--- src/sv/hlt_pkg.sv ---
// shared types and codes for the hdlc link timer block
package hlt_pkg;

  localparam logic [2:0] ST_INIT         = 3'd0;
  localparam logic [2:0] ST_DISC_SENT    = 3'd1;
  localparam logic [2:0] ST_ABM          = 3'd2;
  localparam logic [2:0] ST_WAIT_SABM    = 3'd3;
  localparam logic [2:0] ST_DM_SENT      = 3'd4;
  localparam logic [2:0] ST_WAIT_UA      = 3'd5;
  localparam logic [2:0] ST_SABM_SENT    = 3'd6;
  localparam logic [2:0] ST_DISCONNECTED = 3'd7;

  localparam logic [2:0] FK_NONE = 3'd0;
  localparam logic [2:0] FK_RR   = 3'd1;
  localparam logic [2:0] FK_DISC = 3'd2;
  localparam logic [2:0] FK_FRMR = 3'd3;
  localparam logic [2:0] FK_SABM = 3'd4;
  localparam logic [2:0] FK_DM   = 3'd5;

  localparam logic [0:0] ACT_TICK = 1'b0;
  localparam logic [0:0] ACT_LOAD = 1'b1;

  localparam logic [0:0] REG_T1_TICKS   = 1'b0;
  localparam logic [0:0] REG_N2_RETRIES = 1'b1;

  localparam logic [7:0] T1_TICKS_RST   = 8'd6;
  localparam logic [7:0] N2_RETRIES_RST = 8'd10;

  typedef struct packed {
    logic [2:0] kind;
    logic       poll;
    logic       resend;
    logic       down;
  } frame_ev_t;

  typedef struct packed {
    frame_ev_t [2:0] ev;
    logic [1:0]      cnt;
    logic [2:0]      state;
    logic [15:0]     timeouts;
  } hlt_rec_t;

endpackage

--- src/sv/hlt_front.sv ---
// front part: config registers, link state, timers and event classification
module hlt_front #(
  parameter int TIMER_BITS = 8
) (
  input  logic             clk_i,
  input  logic             rst_ni,
  input  logic             cfg_valid_i,
  output logic             cfg_ready_o,
  input  logic [0:0]       cfg_index_i,
  input  logic [7:0]       cfg_data_i,
  input  logic             in_valid_i,
  output logic             in_ready_o,
  input  logic [0:0]       action_i,
  input  logic             interface_up_i,
  input  logic [2:0]       recv_seq_i,
  input  logic [2:0]       last_sent_nr_i,
  input  logic [2:0]       send_seq_i,
  input  logic [2:0]       last_recv_nr_i,
  input  logic [2:0]       load_state_i,
  input  logic [7:0]       load_t1_i,
  input  logic [7:0]       load_rr_i,
  output logic             rec_push_o,
  output hlt_pkg::hlt_rec_t rec_o,
  input  logic             rec_full_i
);
  import hlt_pkg::*;

  logic [7:0]            t1_ticks_q, t1_ticks_d;
  logic [7:0]            n2_q, n2_d;
  logic [2:0]            state_q, state_d;
  logic [TIMER_BITS-1:0] t1_q, t1_d;
  logic [TIMER_BITS-1:0] rr_q, rr_d;
  logic [7:0]            retry_q, retry_d;
  logic [15:0]           tmo_q, tmo_d;

  logic [TIMER_BITS+7:0] load_t1_ext, load_rr_ext, reload_ext;
  logic [7:0]            retry_inc;
  logic                  retry_hit;
  logic                  rr_fire, t1_fire;
  frame_ev_t             t1_ev0, t1_ev1;
  logic [1:0]            t1_n;
  logic                  push;

  assign cfg_ready_o = 1'b1;
  assign in_ready_o  = !rec_full_i;
  assign push        = in_valid_i && !rec_full_i;
  assign rec_push_o  = push;

  assign load_t1_ext = {{TIMER_BITS{1'b0}}, load_t1_i};
  assign load_rr_ext = {{TIMER_BITS{1'b0}}, load_rr_i};
  assign reload_ext  = {{TIMER_BITS{1'b0}}, t1_ticks_q};

  assign retry_inc = retry_q + 8'd1;
  assign retry_hit = (retry_inc == n2_q);
  assign rr_fire   = (rr_q == TIMER_BITS'(1)) && (last_sent_nr_i != recv_seq_i);
  assign t1_fire   = (t1_q == TIMER_BITS'(1));

  always_comb begin
    t1_ev0  = '0;
    t1_ev1  = '0;
    t1_n    = 2'd0;
    retry_d = retry_q;
    state_d = state_q;
    tmo_d   = tmo_q;
    if (t1_fire) begin
      case (state_q)
        ST_INIT, ST_DISC_SENT: begin
          t1_ev0 = '{kind: FK_DISC, poll: 1'b1, resend: 1'b0, down: 1'b0};
          t1_n   = 2'd1;
        end
        ST_ABM: begin
          if (last_recv_nr_i != send_seq_i) begin
            tmo_d  = tmo_q + 16'd1;
            t1_ev0 = '{kind: FK_NONE, poll: 1'b0, resend: 1'b1, down: 1'b0};
            t1_n   = 2'd1;
          end
        end
        ST_WAIT_SABM: begin
          t1_ev0  = '{kind: FK_FRMR, poll: 1'b0, resend: 1'b0, down: 1'b0};
          t1_n    = 2'd1;
          retry_d = retry_hit ? 8'd0 : retry_inc;
          if (retry_hit) begin
            t1_ev1  = '{kind: FK_SABM, poll: 1'b0, resend: 1'b0, down: 1'b0};
            t1_n    = 2'd2;
            state_d = ST_WAIT_UA;
          end
        end
        ST_DM_SENT: begin
          t1_n    = 2'd1;
          retry_d = retry_hit ? 8'd0 : retry_inc;
          if (retry_hit) begin
            t1_ev0  = '{kind: FK_SABM, poll: 1'b0, resend: 1'b0, down: 1'b1};
            state_d = ST_SABM_SENT;
          end else begin
            t1_ev0 = '{kind: FK_DM, poll: 1'b0, resend: 1'b0, down: 1'b0};
          end
        end
        ST_WAIT_UA: begin
          t1_n    = 2'd1;
          retry_d = retry_hit ? 8'd0 : retry_inc;
          if (retry_hit) begin
            t1_ev0  = '{kind: FK_DM, poll: 1'b0, resend: 1'b0, down: 1'b0};
            state_d = ST_DM_SENT;
          end else begin
            t1_ev0 = '{kind: FK_SABM, poll: 1'b0, resend: 1'b0, down: 1'b0};
          end
        end
        ST_SABM_SENT: begin
          t1_ev0 = '{kind: FK_SABM, poll: 1'b1, resend: 1'b0, down: 1'b0};
          t1_n   = 2'd1;
        end
        default: begin
          if (interface_up_i) begin
            state_d = ST_INIT;
          end
        end
      endcase
    end

    t1_d = t1_q;
    rr_d = rr_q;
    if (rr_q != '0) begin
      rr_d = rr_q - TIMER_BITS'(1);
    end
    if (t1_q != '0) begin
      t1_d = t1_fire ? reload_ext[TIMER_BITS-1:0] : t1_q - TIMER_BITS'(1);
    end

    rec_o = '0;
    if (rr_fire) begin
      rec_o.ev[0] = '{kind: FK_RR, poll: 1'b0, resend: 1'b0, down: 1'b0};
      rec_o.ev[1] = t1_ev0;
      rec_o.ev[2] = t1_ev1;
      rec_o.cnt   = t1_n + 2'd1;
    end else begin
      rec_o.ev[0] = t1_ev0;
      rec_o.ev[1] = t1_ev1;
      rec_o.cnt   = (t1_n == 2'd0) ? 2'd1 : t1_n;
    end

    if (action_i == ACT_LOAD) begin
      rec_o   = '0;
      rec_o.cnt = 2'd1;
      state_d = load_state_i;
      t1_d    = load_t1_ext[TIMER_BITS-1:0];
      rr_d    = load_rr_ext[TIMER_BITS-1:0];
      retry_d = retry_q;
      tmo_d   = tmo_q;
    end
    rec_o.state    = state_d;
    rec_o.timeouts = tmo_d;
  end

  always_comb begin
    t1_ticks_d = t1_ticks_q;
    n2_d       = n2_q;
    if (cfg_valid_i) begin
      case (cfg_index_i)
        REG_T1_TICKS:   t1_ticks_d = cfg_data_i;
        REG_N2_RETRIES: n2_d       = cfg_data_i;
        default: ;
      endcase
    end
  end

  always_ff @(posedge clk_i or negedge rst_ni) begin
    if (!rst_ni) begin
      t1_ticks_q <= T1_TICKS_RST;
      n2_q       <= N2_RETRIES_RST;
      state_q    <= ST_DISCONNECTED;
      t1_q       <= '0;
      rr_q       <= '0;
      retry_q    <= 8'd0;
      tmo_q      <= 16'd0;
    end else begin
      t1_ticks_q <= t1_ticks_d;
      n2_q       <= n2_d;
      if (push) begin
        state_q <= state_d;
        t1_q    <= t1_d;
        rr_q    <= rr_d;
        retry_q <= retry_d;
        tmo_q   <= tmo_d;
      end
    end
  end

  timeout_only_in_abm: assert property (@(posedge clk_i) disable iff (!rst_ni)
    (push && action_i == ACT_TICK && state_q != ST_ABM) |=> $stable(tmo_q))
    else $error("timeout count moved outside abm");

endmodule

--- src/sv/hlt_fifo.sv ---
// two-entry queue of classified items between front and back
module hlt_fifo (
  input  logic              clk_i,
  input  logic              rst_ni,
  input  logic              push_i,
  input  hlt_pkg::hlt_rec_t wdata_i,
  output logic              full_o,
  input  logic              pop_i,
  output logic              empty_o,
  output hlt_pkg::hlt_rec_t rdata_o
);
  import hlt_pkg::*;

  hlt_rec_t   mem_q [2];
  logic       wr_ptr_q, rd_ptr_q;
  logic [1:0] count_q, count_d;

  assign full_o  = (count_q == 2'd2);
  assign empty_o = (count_q == 2'd0);
  assign rdata_o = mem_q[rd_ptr_q];

  always_comb begin
    count_d = count_q;
    case ({push_i, pop_i})
      2'b10:   count_d = count_q + 2'd1;
      2'b01:   count_d = count_q - 2'd1;
      default: count_d = count_q;
    endcase
  end

  always_ff @(posedge clk_i) begin
    if (push_i) begin
      mem_q[wr_ptr_q] <= wdata_i;
    end
  end

  always_ff @(posedge clk_i or negedge rst_ni) begin
    if (!rst_ni) begin
      wr_ptr_q <= 1'b0;
      rd_ptr_q <= 1'b0;
      count_q  <= 2'd0;
    end else begin
      if (push_i) wr_ptr_q <= !wr_ptr_q;
      if (pop_i) rd_ptr_q <= !rd_ptr_q;
      count_q <= count_d;
    end
  end

  count_bounded: assert property (@(posedge clk_i) disable iff (!rst_ni)
    (count_q != 2'd3) && !(push_i && full_o) && !(pop_i && empty_o))
    else $error("queue overflow or underflow");

endmodule

--- src/sv/hlt_back.sv ---
// back part: walks the events of the head item, one result per cycle while the receiver is ready
module hlt_back (
  input  logic              clk_i,
  input  logic              rst_ni,
  input  logic              empty_i,
  input  hlt_pkg::hlt_rec_t head_i,
  output logic              pop_o,
  output logic              out_valid_o,
  input  logic              out_ready_i,
  output logic [2:0]        frame_kind_o,
  output logic              poll_on_o,
  output logic              resend_iframes_o,
  output logic              link_down_o,
  output logic [2:0]        state_now_o,
  output logic [15:0]       timeout_total_o,
  output logic              last_o
);
  import hlt_pkg::*;

  logic [1:0]  idx_q, idx_d;
  logic        out_valid_q, out_valid_d;
  frame_ev_t   ev_q, ev_sel;
  logic [2:0]  state_q;
  logic [15:0] tmo_q;
  logic        last_q;
  logic        load_out, last_ev;

  assign load_out = !empty_i && (!out_valid_q || out_ready_i);
  assign last_ev  = (idx_q == head_i.cnt - 2'd1);
  assign pop_o    = load_out && last_ev;

  always_comb begin
    case (idx_q)
      2'd0:    ev_sel = head_i.ev[0];
      2'd1:    ev_sel = head_i.ev[1];
      default: ev_sel = head_i.ev[2];
    endcase
    idx_d       = idx_q;
    out_valid_d = out_valid_q;
    if (load_out) begin
      idx_d       = last_ev ? 2'd0 : idx_q + 2'd1;
      out_valid_d = 1'b1;
    end else if (out_ready_i) begin
      out_valid_d = 1'b0;
    end
  end

  always_ff @(posedge clk_i) begin
    if (load_out) begin
      ev_q    <= ev_sel;
      state_q <= head_i.state;
      tmo_q   <= head_i.timeouts;
      last_q  <= last_ev;
    end
  end

  always_ff @(posedge clk_i or negedge rst_ni) begin
    if (!rst_ni) begin
      idx_q       <= 2'd0;
      out_valid_q <= 1'b0;
    end else begin
      idx_q       <= idx_d;
      out_valid_q <= out_valid_d;
    end
  end

  assign out_valid_o      = out_valid_q;
  assign frame_kind_o     = ev_q.kind;
  assign poll_on_o        = ev_q.poll;
  assign resend_iframes_o = ev_q.resend;
  assign link_down_o      = ev_q.down;
  assign state_now_o      = state_q;
  assign timeout_total_o  = tmo_q;
  assign last_o           = last_q;

  idx_in_range: assert property (@(posedge clk_i) disable iff (!rst_ni)
    !empty_i |-> (idx_q < head_i.cnt) && (head_i.cnt != 2'd0))
    else $error("event index beyond item");

  more_follows: assert property (@(posedge clk_i) disable iff (!rst_ni)
    (out_valid_q && out_ready_i && !last_q) |=> out_valid_q)
    else $error("item results broken off");

  idx_zero_when_idle: assert property (@(posedge clk_i) disable iff (!rst_ni)
    empty_i |-> (idx_q == 2'd0))
    else $error("event index left over");

endmodule

--- src/sv/hdlc_link_timer_fsm_top.sv ---
// top level of the hdlc link timer engine
//
// timer engine for one hdlc link. each item on the input channel is either a
// tick, which counts down the ack-delay and t1 timers and acts on expiry, or
// a load that sets link state and both timers. every item gives one to three
// results on the output channel, the final one flagged by last_o. results of
// one item follow in consecutive cycles while the receiver keeps ready high.
// an item is classified in the cycle it is accepted and queued in a
// two-entry queue; the result serializer then moves its results from the
// queue head into the output register, one result per cycle while the
// receiver keeps ready high. when the receiver stalls the output register
// holds its result and the queue fills; in_ready_o drops only when the
// queue holds two items. the configuration channel is always ready; the
// user must write registers t1_ticks (index 0) and n2_retries (index 1)
// only while the block is idle, which the block does not enforce.
// reset gives t1_ticks 6, n2_retries 10, link disconnected, timers stopped,
// retry and timeout counts zero, queue empty and no result pending.
module hdlc_link_timer_fsm_top #(
  parameter int TIMER_BITS = 8
) (
  input  logic        clk_i,
  input  logic        rst_ni,
  input  logic        cfg_valid_i,
  output logic        cfg_ready_o,
  input  logic [0:0]  cfg_index_i,
  input  logic [7:0]  cfg_data_i,
  input  logic        in_valid_i,
  output logic        in_ready_o,
  input  logic [0:0]  action_i,
  input  logic        interface_up_i,
  input  logic [2:0]  recv_seq_i,
  input  logic [2:0]  last_sent_nr_i,
  input  logic [2:0]  send_seq_i,
  input  logic [2:0]  last_recv_nr_i,
  input  logic [2:0]  load_state_i,
  input  logic [7:0]  load_t1_i,
  input  logic [7:0]  load_rr_i,
  output logic        out_valid_o,
  input  logic        out_ready_i,
  output logic [2:0]  frame_kind_o,
  output logic        poll_on_o,
  output logic        resend_iframes_o,
  output logic        link_down_o,
  output logic [2:0]  state_now_o,
  output logic [15:0] timeout_total_o,
  output logic        last_o
);
  import hlt_pkg::*;

  hlt_rec_t rec_in, rec_head;
  logic     push, full, pop, empty;

  hlt_front #(
    .TIMER_BITS(TIMER_BITS)
  ) u_front (
    .clk_i         (clk_i),
    .rst_ni        (rst_ni),
    .cfg_valid_i   (cfg_valid_i),
    .cfg_ready_o   (cfg_ready_o),
    .cfg_index_i   (cfg_index_i),
    .cfg_data_i    (cfg_data_i),
    .in_valid_i    (in_valid_i),
    .in_ready_o    (in_ready_o),
    .action_i      (action_i),
    .interface_up_i(interface_up_i),
    .recv_seq_i    (recv_seq_i),
    .last_sent_nr_i(last_sent_nr_i),
    .send_seq_i    (send_seq_i),
    .last_recv_nr_i(last_recv_nr_i),
    .load_state_i  (load_state_i),
    .load_t1_i     (load_t1_i),
    .load_rr_i     (load_rr_i),
    .rec_push_o    (push),
    .rec_o         (rec_in),
    .rec_full_i    (full)
  );

  hlt_fifo u_fifo (
    .clk_i  (clk_i),
    .rst_ni (rst_ni),
    .push_i (push),
    .wdata_i(rec_in),
    .full_o (full),
    .pop_i  (pop),
    .empty_o(empty),
    .rdata_o(rec_head)
  );

  hlt_back u_back (
    .clk_i           (clk_i),
    .rst_ni          (rst_ni),
    .empty_i         (empty),
    .head_i          (rec_head),
    .pop_o           (pop),
    .out_valid_o     (out_valid_o),
    .out_ready_i     (out_ready_i),
    .frame_kind_o    (frame_kind_o),
    .poll_on_o       (poll_on_o),
    .resend_iframes_o(resend_iframes_o),
    .link_down_o     (link_down_o),
    .state_now_o     (state_now_o),
    .timeout_total_o (timeout_total_o),
    .last_o          (last_o)
  );

endmodule

--- config.mk ---
export PLATFORM = sky130hd
export DESIGN_NAME = hdlc_link_timer_fsm_top
export DESIGN_NICKNAME = d
export VERILOG_FILES = /design/src/sv/hlt_pkg.sv /design/src/sv/hlt_front.sv /design/src/sv/hlt_fifo.sv /design/src/sv/hlt_back.sv /design/src/sv/hdlc_link_timer_fsm_top.sv
export SDC_FILE = /design/constraint.sdc
export NUM_CORES = 1
export LEC_CHECK = 0
export BUFFER_PORTS_ARGS = -buffer_cell sky130_fd_sc_hd__buf_2
export CORE_MARGIN = 4
export CORE_UTILIZATION = 44
export CTS_CLUSTER_DIAMETER = 100
export DETAILED_ROUTE_END_ITERATION = 8
export GPL_TIMING_DRIVEN = 0
export PLACE_DENSITY = 0.63
export SLEW_MARGIN = 10
export SYNTH_ARGS = -nofsm -noshare
export SYNTH_HDL_FRONTEND = slang
export SYNTH_SLANG_ARGS = --single-unit
--- constraint.sdc ---
create_clock -name clk_i -period 2.9 [get_ports clk_i]
set_input_delay 0.87 -clock clk_i [delete_from_list [all_inputs] [get_ports clk_i]]
set_output_delay 0.87 -clock clk_i [all_outputs]
set_load 0.02 [all_outputs]
== Word-level counts from Yosys, hierarchy flattened ==
Memories as Yosys holds them, arrays and structs flattened.
Cells that the tools add are included.

* Add/subtract/negate cells: 9
* Eq/ne operators: 16
* Muxes and demuxes: 40
* Bitwise operators: 2
* Reductions and logical operators: 29

{| class="wikitable"
|+ Operator list
! operator !! count
|-
| $mux 16 || 4
|-
| $mux 8 || 6
|-
| $mux 39 || 1
|-
| $pmux 6 s6 || 1
|-
| $mux 6 || 5
|-
| $mux 3 || 6
|-
| $add 16x1->16 const B || 1
|-
| $eq 8x1->1 const B || 2
|-
| $reduce_bool 8->1 || 2
|-
| $sub 8x1->8 const B || 2
|-
| $mux 14 || 1
|-
| $pmux 3 s4 || 1
|-
| $pmux 6 s2 || 1
|-
| $mux 2 || 5
|-
| $eq 3x3->1 const B || 3
|-
| $add 8x1->8 const B || 1
|-
| $eq 8x8->1 || 1
|-
| $mux 4 || 2
|-
| $reduce_and 2->1 || 4
|-
| $reduce_bool 2->1 || 4
|-
| $add 2x1->2 const B || 3
|-
| $eq 3x2->1 const B || 2
|-
| $logic_not 2->1 || 3
|-
| $ne 3x3->1 || 2
|-
| 18 further kinds || 33
|}

* Register bits after elaboration: 92
* RAM bits: 78
* Memories: 1

{| class="wikitable"
|+ Memories
! memory !! depth !! width !! rd ports !! clocked after Yosys merged registers in !! write ports !! line !! source
|-
| u_fifo.mem_q || 2 || 39 || 1 || 0 || 1 || hlt_fifo.sv:14 || <nowiki>hlt_rec_t mem_q [2];</nowiki>
|}

== Logic depth before layout (Yosys ltp) ==
* Depth after elaboration: 9
* Mapped depth: 12
* Depth with buffers taken out: 11

== Hierarchy ==
Synthesis repeated with hierarchy kept, for this count alone.

* Cell total of the unflattened synthesis: 660
* Area total of the unflattened synthesis: 7988.9 µm²

{| class="wikitable"
|+ Modules (own cells, without submodules)
! module !! times used !! cells each !! area each (µm²)
|-
| hlt_front || 1 || 457 || 3888.7
|-
| hlt_fifo || 1 || 137 || 3011.6
|-
| hlt_back || 1 || 66 || 1088.5
|}

== Worst setup path after synthesis ==
No wires, ideal clock.

* Path type: input-to-reg
* From: input in_valid_i
* To: memory u_fifo.mem_q[0][0] (netlist bit), enable pin
* Library setup time: 0.425 ns
* Arrival time: 2.956 ns
* Slack: -0.482 ns
* Cell stages on the path: 4
* Cells stage by stage: and2_1 clkinv_1 clkbuf_1 nor2_1

* Cells in the longest elaborated chain, start to end: 3

{| class="wikitable"
|+ RTL lines
! item !! line !! source
|-
| from (decl) || hdlc_link_timer_fsm_top.sv:27 || <nowiki>input logic in_valid_i,</nowiki>
|-
| $logic_and 1x1->1 || hlt_front.sv:46 || <nowiki>assign push = in_valid_i && !rec_full_i;</nowiki>
|-
| $mux 1 || hlt_fifo.sv:32 || <nowiki>if (push_i) begin</nowiki>
|-
| $mux 1 (implied by the code) || hlt_fifo.sv:33 || <nowiki>mem_q[wr_ptr_q] <= wdata_i;</nowiki>
|-
| to (decl) || hlt_fifo.sv:14 ||
|}

No other way between the ends.

==> impl_metrics.env <==
export IMPL_rsz0062_at_grt="no"
export IMPL_critPathKind="register to register"
export IMPL_tightest_slew_ps=831
export IMPL_first_pass_iters=5
export IMPL_postRouteAntennaNets=0
export IMPL_portBuffers=73
export IMPL_routedWlPerCell_um=16.0
export IMPL_worstSetupEndpointType="register"
export IMPL_min_period_ps=2750
export IMPL_htree_num_levels=4
export IMPL_fp_dieH_um=139
export IMPL_remaining_drc_errors=0
export IMPL_cap_violations=0
export IMPL_root_buffer="clkbuf_16"
export IMPL_vias=5170
export IMPL_synth_fp_nets=693
export IMPL_stdcell_count=963
export IMPL_grt_overflow=0
export IMPL_max_freq_mhz=364
export IMPL_finClkSkew_ps=9.90
export IMPL_rows=47
export IMPL_endpoint="u_fifo.mem_q[1][20]"
export IMPL_relSlewSlack_pct=44.6
export IMPL_nets=787
export IMPL_gp_congestion=0.900
export IMPL_synth_area_mm2=0.00759
export IMPL_path_cells="ha_1 -> and3_2 -> a311o_1 -> a211oi_2 -> o2111a_2 -> o221ai_1 -> nand2_1 -> ha_1 -> nor2_1 -> a21oi_1 -> nor2_1"
export IMPL_post_route_util_pct=53.1
export IMPL_nFillCells=1435
export IMPL_track_usage_pct=16.3
export IMPL_cts_sinks=160
export IMPL_cts_inserted_buffers=17
export IMPL_diodes=0
export IMPL_worstReg2RegEnd="u_fifo.mem_q[1][20]"
export IMPL_hp_class="input port to async pin"
export IMPL_hold_viol=0
export IMPL_antenna_found_initial=0
export IMPL_hold_buffers=0
export IMPL_ir_drop_uv=513
export IMPL_ys_top_cells_by_count="edfxtp_1 (94), dfrtp_1 (59), nor2_1 (52)"
export IMPL_synthCells=636
export IMPL_via_per_inst=5.37
export IMPL_synthArstFlopShare_pct=41.3
export IMPL_core_area_mm2=0.0168
export IMPL_p_leak_nw=3.49
export IMPL_slowest_delay_ps=450
export IMPL_postSynthAreaPerCell_um2=11.9
export IMPL_arrival_ps=3020
export IMPL_ys_seq_elements=160
export IMPL_hpwl_um=10800
export IMPL_drt_iter0_markers=382
export IMPL_wl_um=15400
export IMPL_synth_area_leaders="edfxtp_1 (37%), dfrtp_1 (19%), mux2_2 (7.3%), xnor2_1 (4.2%), nor2_1 (2.6%)"
export IMPL_insertion_delay_ps=430
export IMPL_startpoint_type="register"
export IMPL_drive_gt1_share_pct=26.0
export IMPL_synth_edf_count=94
export IMPL_num_io_pins=76
export IMPL_path_max_fanout=7
export IMPL_grt_pass1_vias=5121
export IMPL_register_area_mm2=0.00448
export IMPL_period_share_pct=94.7
export IMPL_yosysMostFrequentCell="edfxtp_1"
export IMPL_seq_area_frac_synth_pct=59.0
export IMPL_yosys_warnings=0
export IMPL_initial_utilization_pct=45.3
export IMPL_synth_largest_area_cell="edfxtp_1"
export IMPL_setup_violations_final=0
export IMPL_worstPathRequired_ps=3170
export IMPL_dp_cells=931
export IMPL_status="finished, final reports clean"
export IMPL_p_total_w=0.00814
export IMPL_slew_viol_final=0
export IMPL_ys_types=58
export IMPL_crit_path_start="u_front.retry_q[0]"
export IMPL_multi_input_area_mm2=0.00289
export IMPL_die_x_um=139
export IMPL_die_area_mm2=0.0194
export IMPL_cts_path_max_buffers=2
export IMPL_grt_pass1_wl_um=25500
export IMPL_r2r_cells=11
export IMPL_grt_start_max_net_pins=61
export IMPL_r2r_start="u_front.retry_q[0]"
export IMPL_reg2reg_slack_ps=150
export IMPL_synth_top_area_share_pct=37.2
export IMPL_setup_tns_ps=0
export IMPL_critPathSlowestCell="dfrtp_2"
export IMPL_syn_to_final_growth_pct=17.2
export IMPL_powerDensity_mw_per_mm2=915
export IMPL_path_clk_slew_ps=70
export IMPL_cts_tree="yes"
export IMPL_synth_ff_type="edfxtp_1"
-- sequential cells by signal (all words and copies together) (netlist names), 2 cells and up --
signal	cells
u_front.rr_q	8
u_back.timeout_total_o	16
u_front.t1_q	8
u_front.retry_q	8
u_front.t1_ticks_q	8
u_fifo.count_q	2
u_back.frame_kind_o	3
u_front.state_q	3
u_front.n2_q	8
u_front.tmo_q	16
u_back.idx_q	2
u_back.state_now_o	3
u_fifo.mem_q	68
-- worst max-delay path: cells and delay by family, from the launching register on --
kind	cells	cell delay [ps]
AO/OA/AOI/OAI	5	1100
adder cells (fa/ha/maj)	2	470
flip-flops	1	450
AND/OR/NAND/NOR	4	590
-- report_power, final --
part	total [W]	internal, W	switching [W]
clock	0.00216	0.00116	0.000996
sequential	0.00351	0.00320	0.000304
combinational	0.00247	0.000985	0.00149
total	0.00814	0.00535	0.00279
-- kinds of logic (layout without fill, tap and decap cells) --
family                   after synthesis  after routing  synth area share, %
AO/OA/AOI/OAI                        106            106                 9.03
AND/OR/NAND/NOR                      196            196                 12.7
buffers and inverters                 53            160                 3.13
adder cells (fa/ha/maj)               11             11                 1.78
XOR/XNOR                              54             54                 6.23
multiplexers                          55             55                 8.06
other                                  1              1               0.0494
flip-flops                           160            160                 59.0
-- per-stage QoR --
stage	instance area [µm²]	hold slack, ps	worst slack, ps
6_report	8900	259	153
5_1_grt	8900	245	6.23
4_1_cts	8880	243	3.93
3_5_place_dp	8300	483	-104
3_3_place_gp	8240	475	-864
2_1_floorplan	7590	461	81.0
-- placed cells by master, fill, tap and decap left out, types with 14 or more instances in the layout --
cell and instances:
xor2_1 18, inv_1 14, mux2_2 49, a21oi_1 23, nor2_1 50, nand3_1 33, buf_2 79, xnor2_1 36
edfxtp_1 94, nand2_1 49, o21ai_0 28, clkbuf_1 21, clkbuf_16 17, nor3_1 14, dfrtp_1 58
-- worst min path at each step --
stage,startpoint,end,cells after the start
floorplan,u_front.tmo_q[15],u_front.tmo_q[15],1
global placement,u_front.tmo_q[15],u_front.tmo_q[15],1
detailed placement,u_front.tmo_q[15],u_front.tmo_q[15],1
CTS,rst_ni,u_front.rr_q[6],1
global route,rst_ni,u_front.rr_q[4],1
finish,rst_ni,u_front.rr_q[4],1
-- repair_timing --
action,CTS,global route
setup endpoints to repair,8,30
resized for setup,2,6
setup buffers,0,1
pin swaps,2,4
endpoints found under the hold margin,0,0
-- area by class of cell --
type | count | share of cell area, %
buffer | 36 | 2.01
clock buffer | 18 | 4.94
clock inverter | 14 | 1.55
inverter | 16 | 0.675
multi-input combinational | 423 | 32.5
sequential | 160 | 50.4
tap | 220 | 3.09
timing repair buffer | 76 | 4.84
-- per-layer routing --
metal  part of all wire [%]  up-vias  track usage (%)
li1                       -     2511                -
met1                     45     2508             21.1
met2                     48      133             26.0
met3                    5.4       18             5.18
met4                    1.5        0             6.13
met5                      0        -                0
No activity file was read; power rests on OpenSTA's default activity.
